## src/hw/rtl/issm_pkg.sv

```systemverilog
// Shared types, state and event codes for the iSCSI session state machine.
`timescale 1ns / 1ps

package issm_pkg;

  localparam int CNT_W         = 5;
  localparam int MAX_CONNS_DEF = 16;

  localparam logic [2:0] ST_FREE      = 3'd0;
  localparam logic [2:0] ST_ACTIVE    = 3'd1;
  localparam logic [2:0] ST_LOGGED_IN = 3'd2;
  localparam logic [2:0] ST_FAILED    = 3'd3;
  localparam logic [2:0] ST_CONTINUE  = 3'd4;
  localparam logic [2:0] ST_DONE      = 3'd5;
  localparam logic [2:0] ST_ERROR     = 3'd6;

  localparam logic [3:0] EV_IN_LOGIN    = 4'd0;
  localparam logic [3:0] EV_LOGGED_IN   = 4'd1;
  localparam logic [3:0] EV_CONN_FAIL   = 4'd2;
  localparam logic [3:0] EV_FFP_FAIL    = 4'd3;
  localparam logic [3:0] EV_FFP_DISABLE = 4'd4;
  localparam logic [3:0] EV_CLOSE       = 4'd5;
  localparam logic [3:0] EV_REINSTATE   = 4'd6;
  localparam logic [3:0] EV_TIMEOUT     = 4'd7;
  localparam logic [3:0] EV_ADMIN_CLOSE = 4'd8;

  localparam logic [1:0] LM_NONE       = 2'd0;
  localparam logic [1:0] LM_IMPLICIT   = 2'd1;
  localparam logic [1:0] LM_ALL_EXCEPT = 2'd2;
  localparam logic [1:0] LM_ASYNC      = 2'd3;

  typedef struct packed {
    logic [3:0]  event_req;
    logic [15:0] conn_id;
    logic [11:0] retain_seconds;
  } issm_in_t;

  typedef struct packed {
    logic [2:0]  state_out;
    logic [1:0]  logout_mode;
    logic [15:0] skip_conn;
    logic        bind_target;
    logic        end_session;
    logic        free_tsih;
    logic        start_timer;
    logic [11:0] timer_seconds;
    logic        cancel_timer;
    logic        wait_release;
    logic        unexpected_event;
  } issm_out_t;

  typedef struct packed {
    logic [2:0]       state;
    logic [2:0]       prev_state;
    logic [CNT_W-1:0] bound_conns;
    logic [CNT_W-1:0] ffp_conns;
    logic             admin_closing;
    logic [11:0]      saved_retain;
  } issm_sess_t;

  localparam issm_sess_t SESS_RESET = '{
    state:         ST_FREE,
    prev_state:    ST_FREE,
    bound_conns:   '0,
    ffp_conns:     '0,
    admin_closing: 1'b0,
    saved_retain:  '0
  };

endpackage

```

## src/hw/rtl/iscsi_session_state_machine.sv

```systemverilog
// Top level of the iSCSI target session state machine.
// Usage:
//   in_*  : one session event per beat (event code, connection id, retain time).
//   out_* : one result beat per event: new state plus action flags.
//   cfg_* : writes tsih_assigned; always ready, write only while idle.
// Path: the input register, then next-state logic into the result register
// together with the session state register.
// Throughput: one event per cycle while the output is not stalled; the session
// state register updates from combinational next-state logic, so back-to-back events are taken.
// Stall: when out_ready is low, the result register holds and one more
// event waits in the input register; in_ready drops only when both are full.
// Reset (rst_n low, synchronous): session state free, counts and flags
// cleared, saved retain zero, tsih_assigned set, both stages emptied.
`timescale 1ns / 1ps

module iscsi_session_state_machine #(
  parameter int MAX_CONNS = issm_pkg::MAX_CONNS_DEF
) (
  input  logic                clk,
  input  logic                rst_n,
  input  logic                in_valid,
  output logic                in_ready,
  input  issm_pkg::issm_in_t  in_data,
  output logic                out_valid,
  input  logic                out_ready,
  output issm_pkg::issm_out_t out_data,
  input  logic                cfg_valid,
  output logic                cfg_ready,
  input  logic                cfg_data
);
  import issm_pkg::*;

  localparam int               LIM_I     = (MAX_CONNS < 31) ? MAX_CONNS : 31;
  localparam logic [CNT_W-1:0] CNT_LIMIT = CNT_W'(LIM_I);

  logic       s1_valid_r;
  issm_in_t   s1_data_r;
  logic       out_valid_r;
  issm_out_t  out_r;
  issm_sess_t sess_r;
  issm_sess_t sess_nxt;
  issm_out_t  res;
  logic       tsih_r;
  logic       s1_move;
  logic       in_fire;

  assign s1_move   = s1_valid_r && (!out_valid_r || out_ready);
  assign in_ready  = !s1_valid_r || s1_move;
  assign in_fire   = in_valid && in_ready;
  assign out_valid = out_valid_r;
  assign out_data  = out_r;
  assign cfg_ready = 1'b1;

  issm_step #(
    .MAX_CONNS(MAX_CONNS)
  ) u_step (
    .sess         (sess_r),
    .tsih_assigned(tsih_r),
    .item         (s1_data_r),
    .sess_nxt     (sess_nxt),
    .res          (res)
  );

  always_ff @(posedge clk) begin
    if (!rst_n) begin
      s1_valid_r  <= 1'b0;
      out_valid_r <= 1'b0;
      sess_r      <= SESS_RESET;
      tsih_r      <= 1'b1;
    end else begin
      if (in_fire) begin
        s1_valid_r <= 1'b1;
      end else if (s1_move) begin
        s1_valid_r <= 1'b0;
      end
      if (s1_move) begin
        out_valid_r <= 1'b1;
        sess_r      <= sess_nxt;
      end else if (out_ready) begin
        out_valid_r <= 1'b0;
      end
      if (cfg_valid) begin
        tsih_r <= cfg_data;
      end
    end
  end

  // payload beats
  always_ff @(posedge clk) begin
    if (in_fire) s1_data_r <= in_data;
    if (s1_move) out_r <= res;
  end

  a_prev_tracks: assert property (@(posedge clk) disable iff (!rst_n)
    (s1_move && sess_nxt.state != sess_r.state) |=> (sess_r.prev_state == $past(sess_r.state)))
    else $error("previous state not captured on transition");

  a_cnt_limit: assert property (@(posedge clk) disable iff (!rst_n)
    (sess_r.bound_conns <= CNT_LIMIT) && (sess_r.ffp_conns <= CNT_LIMIT))
    else $error("connection count above limit");

  a_end_state: assert property (@(posedge clk) disable iff (!rst_n)
    (out_valid_r && out_r.end_session) |->
      (out_r.state_out == ST_DONE || out_r.state_out == ST_ERROR))
    else $error("end_session outside done or error");

  a_timer_state: assert property (@(posedge clk) disable iff (!rst_n)
    (out_valid_r && out_r.start_timer) |-> (out_r.state_out == ST_FAILED))
    else $error("start_timer outside failed");

  a_ready_full: assert property (@(posedge clk) disable iff (!rst_n)
    !in_ready |-> (s1_valid_r && out_valid_r && !out_ready))
    else $error("input stalled with room available");

endmodule

```

## src/hw/rtl/issm_step.sv

```systemverilog
// Next-state and action logic for one session event.
`timescale 1ns / 1ps

module issm_step #(
  parameter int MAX_CONNS = issm_pkg::MAX_CONNS_DEF
) (
  input  issm_pkg::issm_sess_t sess,
  input  logic                 tsih_assigned,
  input  issm_pkg::issm_in_t   item,
  output issm_pkg::issm_sess_t sess_nxt,
  output issm_pkg::issm_out_t  res
);
  import issm_pkg::*;

  localparam int               LIM_I     = (MAX_CONNS < 31) ? MAX_CONNS : 31;
  localparam logic [CNT_W-1:0] CNT_LIMIT = CNT_W'(LIM_I);

  function automatic logic [CNT_W-1:0] cnt_up(input logic [CNT_W-1:0] c);
    return (c < CNT_LIMIT) ? c + 1'b1 : c;
  endfunction

  function automatic logic [CNT_W-1:0] cnt_dn(input logic [CNT_W-1:0] c);
    return (c == '0) ? c : c - 1'b1;
  endfunction

  logic [3:0] ev;
  logic       enter;
  logic [2:0] ns;

  assign ev = item.event_req;

  always_comb begin
    sess_nxt = sess;
    res      = '0;
    enter    = 1'b0;
    ns       = sess.state;
    if (ev > EV_ADMIN_CLOSE) begin
      res.unexpected_event = 1'b1;
    end else if (ev == EV_ADMIN_CLOSE) begin
      sess_nxt.admin_closing = 1'b1;
      if (sess.state == ST_LOGGED_IN) begin
        res.logout_mode = LM_ASYNC;
      end
    end else begin
      if (ev == EV_IN_LOGIN) begin
        sess_nxt.bound_conns = cnt_up(sess.bound_conns);
      end else if (ev == EV_CONN_FAIL) begin
        if (sess.bound_conns == '0) res.unexpected_event = 1'b1;
        sess_nxt.bound_conns = cnt_dn(sess.bound_conns);
      end
      case (sess.state)
        ST_FREE: begin
          if (ev == EV_IN_LOGIN) begin
            enter = 1'b1;
            ns    = ST_ACTIVE;
          end else begin
            res.unexpected_event = 1'b1;
          end
        end
        ST_ACTIVE: begin
          if (ev == EV_LOGGED_IN) begin
            sess_nxt.ffp_conns = cnt_up(sess.ffp_conns);
            enter = 1'b1;
            ns    = ST_LOGGED_IN;
          end else if (ev == EV_IN_LOGIN) begin
            ns = sess.state;
          end else if (ev == EV_CONN_FAIL) begin
            enter = 1'b1;
            ns    = ST_ERROR;
          end else if (ev == EV_REINSTATE) begin
            res.logout_mode = LM_IMPLICIT;
            enter = 1'b1;
            ns    = ST_DONE;
          end else begin
            res.unexpected_event = 1'b1;
          end
        end
        ST_LOGGED_IN: begin
          if (ev inside {EV_IN_LOGIN, EV_CONN_FAIL}) begin
            ns = sess.state;
          end else if (ev == EV_LOGGED_IN) begin
            sess_nxt.ffp_conns = cnt_up(sess.ffp_conns);
          end else if (ev inside {EV_FFP_FAIL, EV_FFP_DISABLE}) begin
            sess_nxt.saved_retain = item.retain_seconds;
            if (sess.ffp_conns == '0) res.unexpected_event = 1'b1;
            sess_nxt.ffp_conns = cnt_dn(sess.ffp_conns);
            if (sess_nxt.ffp_conns == '0) begin
              enter = 1'b1;
              ns    = (ev == EV_FFP_DISABLE || sess.admin_closing) ? ST_DONE : ST_FAILED;
            end
          end else if (ev == EV_CLOSE) begin
            if (sess.ffp_conns == '0) res.unexpected_event = 1'b1;
            sess_nxt.ffp_conns = cnt_dn(sess.ffp_conns);
            res.logout_mode = LM_ALL_EXCEPT;
            res.skip_conn   = item.conn_id;
            enter = 1'b1;
            ns    = ST_DONE;
          end else if (ev == EV_REINSTATE) begin
            res.logout_mode = LM_IMPLICIT;
            enter = 1'b1;
            ns    = ST_DONE;
          end else begin
            res.unexpected_event = 1'b1;
          end
        end
        ST_FAILED: begin
          if (ev == EV_IN_LOGIN) begin
            enter = 1'b1;
            ns    = ST_CONTINUE;
          end else if (ev == EV_REINSTATE) begin
            res.cancel_timer = 1'b1;
            enter = 1'b1;
            ns    = ST_DONE;
          end else if (ev == EV_TIMEOUT) begin
            enter = 1'b1;
            ns    = ST_DONE;
          end else if (ev == EV_CONN_FAIL) begin
            ns = sess.state;
          end else begin
            res.unexpected_event = 1'b1;
          end
        end
        ST_CONTINUE: begin
          if (ev == EV_CONN_FAIL) begin
            enter = 1'b1;
            ns    = ST_FAILED;
          end else if (ev == EV_LOGGED_IN) begin
            sess_nxt.ffp_conns = cnt_up(sess.ffp_conns);
            enter = 1'b1;
            ns    = ST_LOGGED_IN;
          end else if (ev == EV_REINSTATE) begin
            enter = 1'b1;
            ns    = ST_DONE;
          end else begin
            res.unexpected_event = 1'b1;
          end
        end
        ST_DONE: begin
          if (ev == EV_LOGGED_IN) begin
            sess_nxt.ffp_conns = cnt_up(sess.ffp_conns);
          end else if (ev inside {EV_FFP_FAIL, EV_FFP_DISABLE}) begin
            if (sess.ffp_conns == '0) res.unexpected_event = 1'b1;
            sess_nxt.ffp_conns = cnt_dn(sess.ffp_conns);
          end else if (ev == EV_CONN_FAIL && sess_nxt.bound_conns == '0) begin
            res.wait_release = 1'b1;
          end
        end
        ST_ERROR: begin
          if (ev == EV_CONN_FAIL && sess_nxt.bound_conns == '0) begin
            res.wait_release = 1'b1;
          end
        end
        default: begin
          res.unexpected_event = 1'b1;
        end
      endcase
    end

    if (enter) begin
      sess_nxt.prev_state = sess.state;
      sess_nxt.state      = ns;
      case (ns)
        ST_ACTIVE: res.bind_target = 1'b1;
        ST_FAILED: begin
          res.start_timer   = 1'b1;
          res.timer_seconds = sess_nxt.saved_retain;
        end
        ST_DONE, ST_ERROR: begin
          res.end_session = 1'b1;
          res.free_tsih   = tsih_assigned;
          if (sess_nxt.bound_conns == '0) res.wait_release = 1'b1;
        end
        default: res.bind_target = 1'b0;
      endcase
    end
    res.state_out = sess_nxt.state;
  end

endmodule
```

## config.mk

```make
export PLATFORM = sky130hd
export DESIGN_NAME = iscsi_session_state_machine
export DESIGN_NICKNAME = d
export VERILOG_FILES = /design/src/hw/rtl/issm_pkg.sv /design/src/hw/rtl/iscsi_session_state_machine.sv /design/src/hw/rtl/issm_step.sv
export SDC_FILE = /design/constraint.sdc
export NUM_CORES = 1
export LEC_CHECK = 0
export BUFFER_PORTS_ARGS = -buffer_cell sky130_fd_sc_hd__buf_4
export CORE_MARGIN = 2
export CORE_UTILIZATION = 55
export CTS_CLUSTER_SIZE = 20
export DETAILED_ROUTE_END_ITERATION = 10
export PLACE_DENSITY = 0.82
export SYNTH_ARGS = -nofsm -noshare
export SYNTH_HDL_FRONTEND = slang
export SYNTH_SLANG_ARGS = --single-unit
```

## constraint.sdc

```tcl
create_clock -name clk -period 3.2 [get_ports clk]
set_input_delay 0.32 -clock clk [delete_from_list [all_inputs] [get_ports clk]]
set_output_delay 0.32 -clock clk [all_outputs]
set_load 0.005 [all_outputs]
```

==> run summary <==
WHS: 107 ps
Library cells used by synthesis: 73
Num rows: 34
Endpoint arrival time on the critical path: 2840 ps
Syn avg cell area: 11.1 µm²
Commonest cells in the netlist: edfxtp_1 (72), nand2_1 (47), nor2_1 (37)
Reg2reg path depth: 7
Post-CTS sizing: 0
Vias/cell: 5.82
CP top delay family: simple AND/OR/NAND/NOR gates
Synthesis-stage register bit count: 101
Wire length of the first global-routing pass: 15,900 µm
Gr usage total: 20.4%
Lkg Pwr: 0.00210 µW
Worst-skew pair later-pin latency: 380 ps
Pre-Repair DR Iteration Count: 5
Worst EP required: 3310 ps
Hold EP: s1_data_r[4]
Peak fanout along the critical path: 8
Clock power frac: 30.9%
Vias in the first global route: 3,323
Fmax: 0.367 GHz
Comb power frac: 9.3%
Seq/Total Area, Yosys: 55.3%
Crit path cell chain: inv_1 -> ha_1 -> nor4bb_1 -> a22oi_2 -> or4_1 -> o21ai_0 -> nor3_1
Diode count: 0
Pwr/cell area: 431 nW/µm²
Reg2reg setup slack: 470 ps
Final setup vio count: 0
Worst path depth: 7
Mapped cell area: 4960 µm²
Port buffer count: 79
Inserted Clock Buffers: 9
Post-DRT Antenna Nets: 0
CP Capture Type: flip-flop
Starting DRT DRC Count: 231
Setup TNS: 0 ps
Residual DRC: 0
Crit Path Class: reg -> reg
Core area: 8720 µm²
Maxcap violations: 0
Clock Skew: 10.4 ps
Area Growth Syn to Fin: 16.3%
Layout cell share with drive strength beyond 1: 25.4%
Net Sw Frac: 25.2%
Slowest stage delay, CP: 530 ps
CTS tree: yes
Avg WL per Cell: 16.1 µm
Number of I/O pins: 81
Hold Startpoint: in_data[4]
Main synth FF type: edfxtp_1
Buffers and inverters on the worst path: 1
Final Hold Fails: 0
Hold Crit Class: in -> reg
Synth area leaders: edfxtp_1 (44%), dfxtp_1 (12%), nand2_1 (3.6%), a21oi_1 (3.2%), nor2_1 (2.8%)
Hold path cells: 1
Outcome: complete, no violations
Asr flop ratio synth: 0%
Net Count, Synth: 491
Net count, final: 557
Chip width: 99.0 µm
CTS H-tree depth: 3
Post-CTS Hold Buffers: 0
Post-synth EDFFs: 72
Most frequent cell after synthesis: edfxtp_1
Post-CTS setup buffer count: 0
Root buf cell: clkbuf_8
Register share of total power: 59.8%
Post-route cell area: 5770 µm²
Min Tclk post-route: 2730 ps
Ys Warns: 0
CTS sink cnt: 101
Max-slew violation count: 0
Vias post-DR: 3,651
CTS Buffer Depth: 2
Yosys top cell area share: 43.6%
DP Area: 5590 µm²
Critical Path Source Type: flip-flop
Clock-pin slew of the registers on the worst-case setup and hold paths: 100 ps
Pint: 1860 µW
Largest net degree at the start of global routing: 50
Die area: 9800 µm²
Rel. slew slack: 44.0%
Congestion Overflow GR: 0
Layout fillers: 634
Post-Synthesis Cells: 448
Worst vdd ir: 325 µV
RSZ-0062 raised after global routing: no
Non-Filler Instances: 627
Initial Utilization: 56.9%
Detailed placement HPWL: 7010 µm
Slew @ Worst Pin: 839 ps
Die Span Y: 99.0 µm
Critical path's slowest cell: or4_1
Tcrit/Tclk final: 85.2%
Antenna violations before repair: 0
Post-Place Cells: 611
Placer Congestion: 0.870
Reg2reg end: out_data[17]
Area leader, netlist: edfxtp_1
Routed WL: 10,100 µm
Net Switching: 626 µW
[state kept, by name, indices dropped and copies added (netlist names), named ones only]
register    cells
sess_r         21
tsih_r          1
s1_data_r      32
out_valid       1
s1_valid_r      1
out_data       40
[cells in the final DEF (no fill, tap or decap), drive strengths merged, types with 5 or more instances in the layout]
master	n
buf	89
o211ai	5
nor2	37
dfxtp	29
nand2b	6
a21oi	33
a211oi	7
clkbuf	10
nand2	47
nor3b	5
edfxtp	72
nor3	10
inv	14
o21ai	15
nor4b	5
or4	5
nand3	5
and2	20
ha	5
mux2i	13
nor2b	9
nand3b	5
[layer usage]
metal	wire, µm	up-vias	GRT usage (%)
li1	-	1768	-
met3	609	15	5.82
met4	164	0	6.01
met2	4930	122	33.4
met1	4410	1746	26.5
met5	0	-	0
[power by group through the flow]
stage	Sequential [µW]	Clock (µW)	Combinational, µW
4_1_cts	1490	777	230
3_3_place_gp	1510	0	223
3_5_place_dp	1520	0	230
2_1_floorplan	1500	0	142
6_report	1490	767	231
5_1_grt	1490	825	251
[worst register-to-register path: stages (launching register included)]
cell	delay, ps
dfxtp_1	460
inv_1	70
ha_1	320
nor4bb_1	360
a22oi_2	210
or4_1	530
o21ai_0	400
nor3_1	120
[logic make-up after synthesis]
group | after synthesis | synth area share [%]
AO/OA/AOI/OAI | 97 | 14.0
XOR/XNOR | 7 | 1.24
adder cells (fa/ha/maj) | 5 | 1.26
buffers and inverters | 46 | 4.64
flip-flops | 101 | 55.3
multiplexers | 13 | 2.62
other | 1 | 0.0756
AND/OR/NAND/NOR | 178 | 20.9
[worst max path at each step]
stage | startpoint | to | slack (ps)
2_1_floorplan | out_valid | sess_r[19] | 530
5_1_grt | s1_data_r[31] | flip-flop | 250
3_3_place_gp | s1_data_r[31] | flip-flop | 610
4_1_cts | flip-flop | out_data[17] | 510
6_report | flip-flop | out_data[17] | 470
3_5_place_dp | flip-flop | out_data[17] | 520
[through the flow]
stage	util, %	worst slack [ps]	total power (µW)
6_report	66.2	473	2490
5_1_grt	66.2	247	2570
4_1_cts	66.2	510	2490
3_5_place_dp	64.1	518	1750
3_3_place_gp	64.1	608	1740
2_1_floorplan	-	531	1640
[cell type report]
class,instances,area (µm²),share of cell area [%]
Sequential cell,101,2740,47.5
Multi-Input combinational cell,301,2000,34.6
Timing Repair Buffer,89,668,11.6
Tap cell,108,135,2.34
Clock buffer,10,128,2.21
Clock inverter,6,56.3,0.976
Inverter,12,45.0,0.780
No activity file was read; power rests on OpenSTA's default activity.
